$ cat src/sv/cap_pkg.sv
package cap_pkg;

    localparam int unsigned ARG_LIMIT  = 8;

    localparam int unsigned CHAR_W     = 8;
    localparam int unsigned VALUE_W    = 32;
    localparam int unsigned INDEX_W    = 3;
    localparam int unsigned COUNT_W    = 4;
    localparam int unsigned ARGS_W     = 4;
    localparam int unsigned POS_W      = 2;
    localparam int unsigned DATA_W     = 40;

    localparam int unsigned FIFO_DEPTH = 4;
    localparam int unsigned PTR_W      = 2;
    localparam int unsigned LEVEL_W    = 3;

    localparam logic [CHAR_W-1:0] CH_SPACE = 8'h20;
    localparam logic [CHAR_W-1:0] CH_CR    = 8'h0D;
    localparam logic [CHAR_W-1:0] CH_X     = 8'h78;
    localparam logic [CHAR_W-1:0] CH_MINUS = 8'h2D;
    localparam logic [CHAR_W-1:0] CH_0     = 8'h30;
    localparam logic [CHAR_W-1:0] CH_LA    = 8'h61;
    localparam logic [CHAR_W-1:0] CH_LF    = 8'h66;
    localparam logic [CHAR_W-1:0] CH_UA    = 8'h41;
    localparam logic [CHAR_W-1:0] CH_UF    = 8'h46;

    typedef enum logic
    {
        KIND_VALUE = 1'b0,
        KIND_END   = 1'b1
    } kind_t;

    typedef struct packed
    {
        kind_t                kind;
        logic [VALUE_W-1:0]   arg_value;
        logic [INDEX_W-1:0]   arg_index;
        logic [COUNT_W-1:0]   arg_count;
        logic                 too_many;
        logic                 last;
    } item_t;

    typedef struct packed
    {
        logic [1:0] num;
        item_t      first;
        item_t      second;
    } push_t;

    function automatic logic [VALUE_W-1:0] digit_value(input logic [CHAR_W-1:0] c);
        logic [VALUE_W-1:0] c32;
        logic [VALUE_W-1:0] d;
        c32 = {{(VALUE_W-CHAR_W){1'b0}}, c};
        if (c >= CH_LA && c <= CH_LF)
        begin
            d = c32 - VALUE_W'(87);
        end
        else if (c >= CH_UA && c <= CH_UF)
        begin
            d = c32 - VALUE_W'(55);
        end
        else
        begin
            // digits and every other byte: c - '0', wrapping
            d = c32 - VALUE_W'(48);
        end
        return d;
    endfunction

endpackage

$ cat src/sv/cap_parser.sv
module cap_parser
(
    input  logic                        clk,
    input  logic                        rst_n,
    input  logic                        accept,
    input  logic [cap_pkg::CHAR_W-1:0]  char_code,
    output cap_pkg::push_t              push
);
    import cap_pkg::*;

    logic                  line_start_reg, line_start_next;
    logic                  after_space_reg, after_space_next;
    logic                  in_arg_reg, in_arg_next;
    logic [POS_W-1:0]      pos_reg, pos_next;
    logic                  hex_reg, hex_next;
    logic                  neg_reg, neg_next;
    logic [VALUE_W-1:0]    acc_reg, acc_next;
    logic [ARGS_W-1:0]     args_reg, args_next;
    logic                  ovf_reg, ovf_next;

    logic                  start;
    logic [POS_W-1:0]      pos_eff;
    logic                  hex_eff;
    logic                  neg_eff;
    logic [VALUE_W-1:0]    acc_eff;
    logic [VALUE_W-1:0]    acc_fold;
    item_t                 value_item;
    item_t                 end_item;

    assign start   = after_space_reg && !ovf_reg && (args_reg < ARGS_W'(ARG_LIMIT));
    assign pos_eff = start ? '0 : pos_reg;
    assign hex_eff = start ? 1'b0 : hex_reg;
    assign neg_eff = start ? 1'b0 : neg_reg;
    assign acc_eff = start ? '0 : acc_reg;

    assign acc_fold = (hex_eff ? (acc_eff << 4) : ((acc_eff << 3) + (acc_eff << 1)))
                      + digit_value(char_code);

    always_comb
    begin
        value_item           = '0;
        value_item.kind      = KIND_VALUE;
        value_item.arg_value = neg_reg ? (VALUE_W'(0) - acc_reg) : acc_reg;
        value_item.arg_index = INDEX_W'(args_reg - ARGS_W'(1));
        value_item.last      = 1'b1;

        end_item             = '0;
        end_item.kind        = KIND_END;
        end_item.arg_count   = COUNT_W'(args_reg);
        end_item.too_many    = ovf_reg;
        end_item.last        = 1'b1;
    end

    always_comb
    begin
        line_start_next  = line_start_reg;
        after_space_next = after_space_reg;
        in_arg_next      = in_arg_reg;
        pos_next         = pos_reg;
        hex_next         = hex_reg;
        neg_next         = neg_reg;
        acc_next         = acc_reg;
        args_next        = args_reg;
        ovf_next         = ovf_reg;
        push             = '0;

        if (accept)
        begin
            if (line_start_reg)
            begin
                // command word position; CR here ends an empty line
                line_start_next = 1'b0;
                if (char_code == CH_CR)
                begin
                    line_start_next = 1'b1;
                    push.num        = 2'd1;
                    push.first      = end_item;
                end
            end
            else if (char_code == CH_SPACE)
            begin
                if (in_arg_reg)
                begin
                    push.num    = 2'd1;
                    push.first  = value_item;
                    in_arg_next = 1'b0;
                end
                after_space_next = 1'b1;
            end
            else if (char_code == CH_CR)
            begin
                if (in_arg_reg)
                begin
                    push.num        = 2'd2;
                    push.first      = value_item;
                    push.first.last = 1'b0;
                    push.second     = end_item;
                end
                else
                begin
                    push.num   = 2'd1;
                    push.first = end_item;
                end
                line_start_next  = 1'b1;
                after_space_next = 1'b0;
                in_arg_next      = 1'b0;
                pos_next         = '0;
                hex_next         = 1'b0;
                neg_next         = 1'b0;
                acc_next         = '0;
                args_next        = '0;
                ovf_next         = 1'b0;
            end
            else
            begin
                if (after_space_reg)
                begin
                    after_space_next = 1'b0;
                    if (!ovf_reg)
                    begin
                        if (start)
                        begin
                            args_next = args_reg + ARGS_W'(1);
                        end
                        else
                        begin
                            ovf_next = 1'b1;
                        end
                    end
                end
                if (in_arg_reg || start)
                begin
                    in_arg_next = 1'b1;
                    hex_next    = hex_eff;
                    neg_next    = neg_eff;
                    acc_next    = acc_eff;
                    if (pos_eff == POS_W'(0) && char_code == CH_MINUS)
                    begin
                        neg_next = 1'b1;
                    end
                    else if (pos_eff == POS_W'(1) && !hex_eff && !neg_eff
                             && acc_eff == '0 && char_code == CH_X)
                    begin
                        hex_next = 1'b1;
                    end
                    else
                    begin
                        acc_next = acc_fold;
                    end
                    pos_next = (pos_eff == POS_W'(2)) ? pos_eff : pos_eff + POS_W'(1);
                end
            end
        end
    end

    always_ff @(posedge clk or negedge rst_n)
    begin
        if (!rst_n)
        begin
            line_start_reg  <= 1'b1;
            after_space_reg <= 1'b0;
            in_arg_reg      <= 1'b0;
            pos_reg         <= '0;
            hex_reg         <= 1'b0;
            neg_reg         <= 1'b0;
            acc_reg         <= '0;
            args_reg        <= '0;
            ovf_reg         <= 1'b0;
        end
        else
        begin
            line_start_reg  <= line_start_next;
            after_space_reg <= after_space_next;
            in_arg_reg      <= in_arg_next;
            pos_reg         <= pos_next;
            hex_reg         <= hex_next;
            neg_reg         <= neg_next;
            acc_reg         <= acc_next;
            args_reg        <= args_next;
            ovf_reg         <= ovf_next;
        end
    end

endmodule

$ cat src/sv/cap_out_fifo.sv
module cap_out_fifo
(
    input  logic                         clk,
    input  logic                         rst_n,
    input  cap_pkg::push_t               push,
    output cap_pkg::item_t               head,
    output logic                         head_valid,
    input  logic                         pop,
    output logic [cap_pkg::LEVEL_W-1:0]  level
);
    import cap_pkg::*;

    item_t                mem_reg [FIFO_DEPTH];
    logic [PTR_W-1:0]     wr_ptr_reg, wr_ptr_next;
    logic [PTR_W-1:0]     rd_ptr_reg, rd_ptr_next;
    logic [LEVEL_W-1:0]   level_reg, level_next;
    logic                 do_pop;
    logic [PTR_W-1:0]     wr_ptr_plus1;

    assign head_valid   = (level_reg != '0);
    assign head         = mem_reg[rd_ptr_reg];
    assign level        = level_reg;
    assign do_pop       = pop && head_valid;
    assign wr_ptr_plus1 = wr_ptr_reg + PTR_W'(1);

    always_comb
    begin
        wr_ptr_next = wr_ptr_reg + PTR_W'(push.num);
        rd_ptr_next = rd_ptr_reg + PTR_W'(do_pop);
        level_next  = level_reg + LEVEL_W'(push.num) - LEVEL_W'(do_pop);
    end

    always_ff @(posedge clk)
    begin
        if (push.num != 2'd0)
        begin
            mem_reg[wr_ptr_reg] <= push.first;
        end
        if (push.num == 2'd2)
        begin
            mem_reg[wr_ptr_plus1] <= push.second;
        end
    end

    always_ff @(posedge clk or negedge rst_n)
    begin
        if (!rst_n)
        begin
            wr_ptr_reg <= '0;
            rd_ptr_reg <= '0;
            level_reg  <= '0;
        end
        else
        begin
            wr_ptr_reg <= wr_ptr_next;
            rd_ptr_reg <= rd_ptr_next;
            level_reg  <= level_next;
        end
    end

endmodule

$ cat src/sv/command_argument_parser_core.sv
// A character's result beats are written into the registered output queue as it is accepted.
// One character per cycle while the queue holds at most two beats; ready depends
// only on the output queue fill. A carriage return that closes an argument yields two
// beats, drained one per cycle while m_axis_tready is high, via a 4-entry output queue.
// Reset (rst_n low, async): parser at start of line, queue empty, no output valid.
module command_argument_parser_core
(
    input  logic                         clk,
    input  logic                         rst_n,
    input  logic                         s_axis_tvalid,
    output logic                         s_axis_tready,
    input  logic [cap_pkg::CHAR_W-1:0]   s_axis_tdata,   // [7:0] char_code
    output logic                         m_axis_tvalid,
    input  logic                         m_axis_tready,
    output logic [cap_pkg::DATA_W-1:0]   m_axis_tdata,   // [31:0] arg_value, [34:32] arg_index,
                                                         // [38:35] arg_count, [39] too_many
    output logic                         m_axis_tuser,   // [0] kind
    output logic                         m_axis_tlast    // last
);
    import cap_pkg::*;

    logic                 in_accept;
    push_t                push;
    item_t                head;
    logic                 head_valid;
    logic [LEVEL_W-1:0]   level;

    assign s_axis_tready = (level <= LEVEL_W'(FIFO_DEPTH - 2));
    assign in_accept     = s_axis_tvalid && s_axis_tready;

    cap_parser u_parser
    (
        .clk       (clk),
        .rst_n     (rst_n),
        .accept    (in_accept),
        .char_code (s_axis_tdata),
        .push      (push)
    );

    cap_out_fifo u_fifo
    (
        .clk        (clk),
        .rst_n      (rst_n),
        .push       (push),
        .head       (head),
        .head_valid (head_valid),
        .pop        (m_axis_tready),
        .level      (level)
    );

    assign m_axis_tvalid = head_valid;
    assign m_axis_tdata  = {head.too_many, head.arg_count, head.arg_index, head.arg_value};
    assign m_axis_tuser  = head.kind;
    assign m_axis_tlast  = head.last;

    a_level_bound: assert property (@(posedge clk) disable iff (!rst_n)
        level <= LEVEL_W'(FIFO_DEPTH))
        else $error("output queue overfilled");

    a_cr_yields_beat: assert property (@(posedge clk) disable iff (!rst_n)
        (in_accept && s_axis_tdata == CH_CR) |=> m_axis_tvalid)
        else $error("carriage return produced no beat");

    a_end_is_last: assert property (@(posedge clk) disable iff (!rst_n)
        (m_axis_tvalid && m_axis_tuser == KIND_END) |-> m_axis_tlast)
        else $error("end-of-line beat without tlast");

    a_value_fields: assert property (@(posedge clk) disable iff (!rst_n)
        (m_axis_tvalid && m_axis_tuser == KIND_VALUE)
        |-> (head.arg_count == '0 && !head.too_many))
        else $error("value beat carries end-of-line fields");

endmodule

$ cat config.mk
export PLATFORM = sky130hd
export DESIGN_NAME = command_argument_parser_core
export DESIGN_NICKNAME = d
export VERILOG_FILES = /design/src/sv/cap_pkg.sv /design/src/sv/cap_parser.sv /design/src/sv/cap_out_fifo.sv /design/src/sv/command_argument_parser_core.sv
export SDC_FILE = /design/constraint.sdc
export NUM_CORES = 1
export LEC_CHECK = 0
export ABC_CLOCK_PERIOD_IN_PS = 5200
export BUFFER_PORTS_ARGS = -buffer_cell sky130_fd_sc_hd__buf_2
export CAP_MARGIN = 0
export CELL_PAD_IN_SITES_DETAIL_PLACEMENT = 0
export CELL_PAD_IN_SITES_GLOBAL_PLACEMENT = 1
export CORE_ASPECT_RATIO = 2
export CORE_MARGIN = 2
export CORE_UTILIZATION = 30
export CTS_CLUSTER_DIAMETER = 120
export DETAILED_ROUTE_END_ITERATION = 12
export HOLD_SLACK_MARGIN = 0.02
export PLACE_DENSITY_LB_ADDON = 0.08
export SYNTH_ARGS = -nofsm -noshare
export SYNTH_HDL_FRONTEND = slang
export SYNTH_HIERARCHICAL = 1
export SYNTH_SLANG_ARGS = --single-unit
$ cat constraint.sdc
create_clock -name clk -period 5.2 [get_ports clk]
set_input_delay 1.04 -clock clk [delete_from_list [all_inputs] [get_ports clk]]
set_output_delay 1.04 -clock clk [all_outputs]
set_load 0.01 [all_outputs]
; ---- Word-level counts from Yosys, hierarchy flattened
; Memories as Yosys holds them, arrays and structs flattened.
; Index checks and enable logic that the tools add are counted.
[totals]
in_bits = 12
wordCells = 122
mem_bits_rw = 168
reg_bits = 51
n_memories = 1
out_inout_bits = 44
[memory_table]
columns = name, words, width, rd, rd_ports_with_merged_regs, write_ports, line
row1 = u_fifo.mem_reg, 4, 42, 1, 0, 2, cap_out_fifo.sv:13  ; item_t mem_reg [FIFO_DEPTH];
[classes]
addsub = 14
magnitude_cmp = 6
n_eq_ne = 8
reduce_logical = 28
bitwise_logic = 2
muxes = 51
[op_table]
columns = operator, count
row1 = 2-to-1 mux 32 bit, 9
row2 = 2-to-1 mux 86 bit, 2
row3 = 2-to-1 mux 44 bit, 3
row4 = 2-to-1 mux 42 bit, 3
row5 = 2-to-1 mux 43 bit, 2
row6 = adder 32 bit, 2
row7 = zero test 32 bit, 1
row8 = subtractor 1 x 32 -> 32 bit (first input constant), 1
row9 = 2-to-1 mux 1 bit, 24
row10 = subtractor 8 x 6 -> 9 bit (second input constant), 2
row11 = equality test 8 x 6 -> 1 bit (second input constant), 2
row12 = greater-or-equal comparator 8 x 7 -> 1 bit (second input constant), 2
row13 = <= comparator 8 x 7 -> 1 bit (second input constant), 2
row14 = 2-to-1 mux 4 bit, 4
row15 = logical AND 1 bit, 11
row16 = subtractor 8 x 7 -> 9 bit (second input constant), 1
row17 = equality test 8 x 4 -> 1 bit (second input constant), 1
row18 = equality test 8 x 7 -> 1 bit (second input constant), 1
row19 = 2-to-1 mux 2 bit, 4
row20 = AND reduction 4 bit, 2
row21 = nonzero test 2 bit, 4
row22 = AND reduction 6 bit, 1
row23 = nonzero test 3 bit, 2
row24 = adder 2 x 1 -> 2 bit (second input constant), 2
row25 = other kinds (17), 21

; ---- Longest topological paths before layout
; Gate-level depths: netlist of run 1.
[depth]
ltp_word = 13
mapped_depth = 29
depth_no_buf = 25

; ---- Modules after synthesis
; The synthesis of run 1 kept the hierarchy.
[by_module_without_submodules]
columns = module, seq_area_each_um2, area_per_inst_um2, n_inst, cells_each
row1 = cap_out_fifo, 5220.0, 8598.2, 1, 446
row2 = cap_parser, 1102.3, 7262.0, 1, 1007
row3 = command_argument_parser_core, 0.0, 15.0, 1, 2

; ---- Worst setup path before layout of run 1
; Ideal clock, no wire load.
[synth_timing]
path_type = in2reg
start = in s_axis_tdata[2] (netlist name)
end = mem u_fifo/mem_reg[0][0] (netlist name), enable pin
t_arrival_ps = 5579
stages = 8
required_time_ps = 4700
path_slack_ps = -878
setup_ps = 500
path_buffers = 3
cell_sequence = clkbuf_1 > and3_1 > nand3_1 > nor3_1 > buf_4 > buf_2 > o21bai_1 > o21ai_0
[synth_rtl]
columns = element, line
row1 = "start, declared", command_argument_parser_core.sv:12  ; input logic [cap_pkg::CHAR_W-1:0] s_axis_tdata,
row2 = "end, declared", cap_out_fifo.sv:13

; ---- Final worst setup path of run 1
[layout_timing]
start = reg u_parser.args_reg[3]
end = reg u_parser.acc_reg[31]
[layout_via]
elab_chain_cells = 12
elab_cells_between_ends = 26
cone_classes = 2 x add/sub / 1 x order compare / 1 x eq/ne / 9 x mux / 13 x reduce/logical
[layout_rtl]
columns = element, line
row1 = "start, declared", cap_parser.sv:18  ; logic [ARGS_W-1:0] args_reg, args_next;
row2 = "start signal, assigned", cap_parser.sv:179  ; args_reg <= args_next;
row3 = less-than comparator 4 bit (*), cap_parser.sv:30  ; assign start = after_space_reg && !ovf_reg && (args_reg < ARGS_W'(ARG_LIMIT));
row4 = logical AND 1 bit (*), cap_parser.sv:30
row5 = "parallel branches: the longest is 10 deep, another holds adder 32 bit", n/a
row6 = "end signal, assigned", cap_parser.sv:178  ; acc_reg <= acc_next;
row7 = "end, declared", cap_parser.sv:17  ; logic [VALUE_W-1:0] acc_reg, acc_next;
; Every way passes the cells marked *. The select of a mux whose other input is x is not followed.
; A chain may end at the register's enable or synchronous reset.

==> flow_summary.toml, run 1 <==
[pwr]
power_density_mw_per_mm2 = 402
pwr-share-seq_pct = 30.0
switching_power_uw = 3060
leakagePower_uw = 0.00799
clkPwrFrac_pct = 22.0
intPower_uw = 4560
p_sw_share_pct = 40.2
p_comb_share_pct = 48.0
ir_worst_vdd_uv = 356

[global_routing]
grt_max_degree = 52
grt_first_pass_wirelength_um = 78000
track_usage_pct = 18.7
grt-busiest-layer = "met2"
grt_use_met1_pct = 18.6
grt_use_met3_pct = 1.42
antenna_found_initial = 0
grt_util_met2_pct = 39.4
gr-total-overflow = 0
first_global_vias = 12900

[synth]
synth-async-reset-ratio_pct = 23.3
yosysWarnings = 6
synth_edf_count = 168
synth_seq_area_share_pct = 39.8
syn_inst = 1455
synth_flop_cell = "edfxtp_1"
ys_ff_latch = 219
syn_area_mm2 = 0.0159
postSynthAreaPerCell_um2 = 10.9
ys_types = 84

[sta]
tightest_slew_ns = 0.954
fmax_mhz = 200
fin_worst_skew_ns = 0.00943
finalHoldViolations = 0
period_minus_slack_ns = 4.99
maxSlewViolCount = 0
maxSlewHeadroom_pct = 36.2
finalSetupViolations = 0
rsz0062_at_grt = "true"
fin_ws_ns = 0.208
period_share_pct = 96.0

[detailed_routing]
vias = 11900
wl_um = 51500
viasPerCell = 5.12
drt-initial-drc-count = 508
wl_per_cell_um = 22.1
drc = 0
first_pass_iters = 4
ant_nets = 0

[critical_path]
cp-start-kind = "register"
required_ns = 5.62
crit_path_top_delay_cell = "or3b_4"
cpMostUsedCell = "buf_4"
worstPathMaxFanout = 5
endpoint_kind = "register"
critPathMaxStageDelay_ns = 0.40
cp.arrival_ns = 5.41
critPathKind = "register to register"

[floorplan]
io_pins = 56
start_util_pct = 30.3
die_w_um = 167
core-area_mm2 = 0.0524
dieArea_mm2 = 0.0549
rows = 119
die_h_um = 329

[cells_and_area]
drive_gt1_share_pct = 35.6
final_cell_mix = "buf_4 (204), edfxtp_1 (168), mux2_2 (152)"
layout.nets = 1725
final_common_cell = "buf_4"
syn2layout_area_growth_pct = 19.5
antenna-diode-count = 0
largest_reg_flops = 168
utilization_pct = 36.2

[clock_tree]
cts_root_buf = "clkbuf_16"
clock-sinks = 219
tritoncts = "built"
cts_buffer_depth = 3
clk_latency_ns = 0.54
numCtsBuffers = 24
clk_pin_slew_worst_paths_ns = 0.07
htreeDepth = 1

[status]
status = "finished, final reports clean"

[flow_run]
maxCapViolations = 0

[worst_hold_path]
hold_class = "register to register"

[place]
dp_hpwl_um = 37800
numPortBuffers = 55
place_ws_ns = -0.385
gp_congestion = 0.819
-- metal layers --
layer  up-vias  wire [µm]
li1       5724          -
met1      5982      18600
met2       155      30300
met3        64       1040
met4         0       1610
met5         -          0
-- area by class of cell --
| class | count | area (µm²) |
|---|---|---|
| repair buffers | 264 | 1910 |
| clock inverters | 14 | 114 |
| fillers | 5304 | 33400 |
| flip-flops and latches | 219 | 6330 |
| well taps | 665 | 832 |
| inverters | 39 | 159 |
| multi-input cells | 1101 | 9000 |
| clock buffers | 28 | 637 |
-- per-stage QoR --
stage               total power, µW  cells  hold slack [ns]  TNS (ns)  area (µm²)
CTS                            7710   2329            0.513         0       18900
global route                   8120   2330            0.546    -0.376       19000
floorplan                      4440   1489            0.474         0       16000
detailed placement             5960   2286            0.497     -1.89       18000
finish                         7620   2330            0.514         0       19000
global placement               5980   2286            0.491     -1.82       18000
-- kinds of logic after synthesis --
kind of cell	after synthesis	share of synthesized area [%]
XOR/XNOR	103	5.68
AND/OR/NAND/NOR	350	10.8
AO/OA/AOI/OAI	325	13.5
adder cells (fa/ha/maj)	68	5.39
flip-flops	219	39.8
multiplexers	220	18.8
buffers and inverters	169	6.05
other	1	0.0236
-- synth_stat cells, types with 6 or more instances --
| master | n | area (µm²) |
|---|---|---|
| nor2_1 | 116 | 435 |
| mux2_1 | 8 | 90.1 |
| o22ai_1 | 6 | 37.5 |
| o211ai_1 | 10 | 75.1 |
| and2_1 | 29 | 181 |
| buf_6 | 15 | 169 |
| a211oi_1 | 8 | 60.1 |
| a221oi_1 | 7 | 61.3 |
| buf_1 | 9 | 33.8 |
| buf_4 | 40 | 300 |
| dfrtp_1 | 50 | 1250 |
| edfxtp_1 | 168 | 5040 |
| ha_1 | 62 | 776 |
| nor3_1 | 13 | 65.1 |
| nor2b_1 | 6 | 37.5 |
| nand4_1 | 8 | 50.1 |
| buf_2 | 15 | 75.1 |
| mux4_2 | 42 | 946 |
| mux2_4 | 10 | 150 |
| mux2i_1 | 8 | 80.1 |
| nand2_1 | 92 | 345 |
| xor2_1 | 53 | 464 |
| mux2_2 | 152 | 1710 |
| a21o_1 | 30 | 225 |
| o31ai_1 | 12 | 90.1 |
| xnor2_1 | 50 | 438 |
| inv_1 | 37 | 139 |
| o21bai_1 | 10 | 75.1 |
| nand3_1 | 21 | 105 |
| o21ai_0 | 74 | 370 |
| clkbuf_1 | 49 | 184 |
| a31oi_1 | 14 | 87.6 |
| a21oi_1 | 78 | 390 |
| nand2b_1 | 15 | 93.8 |
| o21a_1 | 7 | 52.6 |
| or3_1 | 11 | 68.8 |
| o21ai_2 | 20 | 175 |
-- worst max-delay path: cells and delay by family, from the launching register on --
kind | cells | cell delay (ns)
simple gates | 7 | 1.09
buf+inv | 4 | 0.61
compound gates | 12 | 1.89
xor+xnor | 2 | 0.27
fa+ha+maj | 3 | 0.60
flops | 1 | 0.39
-- what timing repair did --
action                     4_1_cts  5_1_grt
hold buffers                     0        0
buffers inserted                 1        1
gates resized for setup         16       29
pin swaps                       11       34
setup endpoints to repair       12       13
-- final timing paths --
kind | start | endpoint | slack [ns] | cells past startpoint
max | u_parser/args_reg[3] | u_parser/acc_reg[31] | 0.21 | 28
min | u_parser/pos_reg[1] | u_parser/pos_reg[1] | 0.51 | 1
max reg2reg | u_parser/args_reg[3] | u_parser/acc_reg[31] | 0.21 | 28
min reg2reg | u_parser/pos_reg[1] | u_parser/pos_reg[1] | 0.51 | 1
max in group asynchronous | rst_n | u_parser/acc_reg[14] | 3.98 | 2
min in group asynchronous | rst_n | u_fifo/level[2] | 0.61 | 2
-- power groups by stage --
stage / registers (µW) / logic (µW) / clock network (µW)
3_5_place_dp: 2340 / 3620 / 0
6_report: 2280 / 3660 / 1680
2_1_floorplan: 2110 / 2330 / 0
5_1_grt: 2320 / 4000 / 1800
4_1_cts: 2300 / 3670 / 1740
3_3_place_gp: 2340 / 3640 / 0
(Power assumes the default switching activity.)
==> run 2: changes to the inputs <==
--- a/config.mk
+++ b/config.mk
@@ -7,16 +7,17 @@
 export LEC_CHECK = 0
 export ABC_CLOCK_PERIOD_IN_PS = 5200
 export BUFFER_PORTS_ARGS = -buffer_cell sky130_fd_sc_hd__buf_2
-export CAP_MARGIN = 0
 export CELL_PAD_IN_SITES_DETAIL_PLACEMENT = 0
 export CELL_PAD_IN_SITES_GLOBAL_PLACEMENT = 1
 export CORE_ASPECT_RATIO = 2
 export CORE_MARGIN = 2
 export CORE_UTILIZATION = 30
+export CTS_BUF_LIST = sky130_fd_sc_hd__clkbuf_8
 export CTS_CLUSTER_DIAMETER = 120
 export DETAILED_ROUTE_END_ITERATION = 12
 export HOLD_SLACK_MARGIN = 0.02
 export PLACE_DENSITY_LB_ADDON = 0.08
+export SKIP_LAST_GASP = 1
 export SYNTH_ARGS = -nofsm -noshare
 export SYNTH_HDL_FRONTEND = slang
 export SYNTH_HIERARCHICAL = 1
==> run 2 against run 1 <==
Cell count rose by 1.0%. Core utilization rose by 0.079 points. Design area rose by 0.22%. Clock power barely moved. Non-clock buffer count did not move. Clock skew rose by 0.0086 ns. Via count rose by 0.62%. Sequential share of layout area fell by 0.072 points. Power rose by 0.50%. Highest routed layer unchanged. Count of clock-buffer cells in the layout rose by 12. Critical path depth fell by 1.
==> flow_summary.toml, run 2 (synthesis gave the netlist of run 1 again) <==
[global_routing]
antenna_found_initial = 1
first_global_vias = 13000
track_usage_pct = 18.8
grt_first_pass_wirelength_um = 78300
gr-total-overflow = 0
grt_max_degree = 52

[critical_path]
worst-path-buf-inv = 4
ff2ff_path_depth = 27
endpoint_kind = "register"
cpMostUsedCell = "buf_4"
r2r-start = "u_parser/args_reg[3]"
crit_path_top_delay_cell = "or3b_4"
r2r_slack_ns = 0.18
critPathKind = "register to register"
cp-start-kind = "register"
critical-path-top-delay-family = "compound AO/OA/AOI/OAI gates"
reg2reg_to = "u_parser/acc_reg[30]"
critPathMaxStageDelay_ns = 0.40
required_ns = 5.65
cp.depth = 27
cp.arrival_ns = 5.47
worstPathMaxFanout = 5

[detailed_routing]
wl_um = 51900
vias = 12000
viasPerCell = 5.10
wl_met3_um = 1110
met2_length_um = 30400
wl_per_cell_um = 22.0
dr.max_layer_used = "met4"
first_pass_iters = 5
ant_nets = 0
drt-met1-wl_um = 18500
drt-initial-drc-count = 517
drc = 0

[floorplan]
dieArea_mm2 = 0.0549
io_pins = 56
die_h_um = 329
core-area_mm2 = 0.0524
rows = 119
die_w_um = 167
start_util_pct = 30.3

[sta]
tightest_slew_ns = 0.949
finalSetupViolations = 0
finalHoldViolations = 0
period_minus_slack_ns = 5.02
fmax_mhz = 199
period_share_pct = 96.6
maxSlewViolCount = 0
maxSlewHeadroom_pct = 36.5
rsz0062_at_grt = "true"
holdWs_ns = 0.513
fin_worst_skew_ns = 0.0180

[cells_and_area]
finalInstanceArea_mm2 = 0.0190
multiInputGateArea_mm2 = 0.00901
layout.nets = 1740
final_common_cell = "buf_4"
regArea_mm2 = 0.00633
drive_gt1_share_pct = 35.9
largest_reg_flops = 168
nFillCells = 5298
syn2layout_area_growth_pct = 19.8
final_cell_mix = "buf_4 (204), edfxtp_1 (168), mux2_2 (152)"

[status]
status = "finished, final reports clean"

[clock_tree]
clk_latency_ns = 0.58
cts_root_buf = "clkbuf_8"
htreeDepth = 2
clk_pin_slew_worst_paths_ns = 0.07
cts_hold_buf = 0
cts_buffer_depth = 3
tritoncts = "built"
clock-sinks = 219
numCtsBuffers = 39

[pwr]
ir_worst_vdd_uv = 368
power_density_mw_per_mm2 = 403
switching_power_uw = 3100
p_sw_share_pct = 40.5
leakagePower_uw = 0.00803
pwr-share-seq_pct = 29.9
finalPower_uw = 7660
intPower_uw = 4560
clkPwrFrac_pct = 22.2
p_comb_share_pct = 48.0

[worst_hold_path]
min_to = "u_parser/pos_reg[1]"
min_from = "u_parser/pos_reg[1]"
hold_path_depth = 1
hold_class = "register to register"

[place]
numPortBuffers = 55
placed_area_mm2 = 0.0180
dp_hpwl_um = 37800
gp_congestion = 0.819

[flow_run]
maxCapViolations = 0
[run 2: cell types whose count changed in the layout (fill, tap and decap cells not counted), moves of 4 or more]
cell       before  now
inv_1          36   40
clkbuf_8        0   40
clkbuf_16      25    0
clkinv_1        3   10
[run 2: worst reg2reg max path, delay by kind of cell (launching register included)]
kind | cells | cell delay (ns)
XOR/XNOR | 1 | 0.20
AO/OA/AOI/OAI | 15 | 2.39
AND/OR/NAND/NOR | 4 | 0.73
adder cells (fa/ha/maj) | 3 | 0.54
buffers and inverters | 4 | 0.63
flip-flops | 1 | 0.39
[run 2: layout make-up]
| type | instances | share of cell area (%) |
|---|---|---|
| multi-input cells | 1101 | 47.4 |
| inverters | 39 | 0.836 |
| clock buffers | 40 | 2.90 |
| repair buffers | 264 | 10.0 |
| clock inverters | 25 | 1.20 |
| flip-flops and latches | 219 | 33.3 |
| diodes | 1 | 0.0132 |
| well taps | 665 | 4.38 |
[run 2: what timing repair did]
item,in CTS,in global routing
setup buffers,1,1
setup endpoints to repair,13,13
gates resized for setup,15,29
pin swaps,11,34
[run 2: worst max-delay path by stage]
stage,slack [ns],to,from
finish,0.18,u_parser/acc_reg[30],u_parser/args_reg[3]
global route,-0.18,u_parser/acc_reg[28],u_parser/args_reg[3]
CTS,0.0007,u_parser/acc_reg[30],u_parser/ovf_reg
detailed placement,-0.38,u_parser/acc_reg[31],s_axis_tdata[1]
global placement,-0.34,u_parser/acc_reg[31],s_axis_tdata[1]
floorplan,0.002,u_parser/acc_reg[30],u_parser/ovf_reg
[run 2: layer usage]
layer,global-route usage (%),vias up
met5,0,-
met4,7.27,0
met3,1.72,82
met2,39.6,183
met1,18.4,5982
li1,-,5752
[run 2: power by group through the flow]
stage               logic (µW)  registers [µW]  clock network (µW)
floorplan                 2330            2110                   0
global placement          3640            2340                   0
detailed placement        3620            2340                   0
CTS                       3670            2300                1770
global route              4020            2320                1830
finish                    3670            2290                1700
[run 2: per-stage QoR]
step	setup slack (ns)	setup TNS [ns]	util, %	std cells
after floorplan	0.00245	0	-	1489
after global routing	-0.179	-0.663	36.3	2354
after detailed placement	-0.385	-1.89	34.4	2286
after CTS	0.000717	0	36.0	2352
final	0.177	0	36.3	2354
after global placement	-0.339	-1.82	34.4	2286
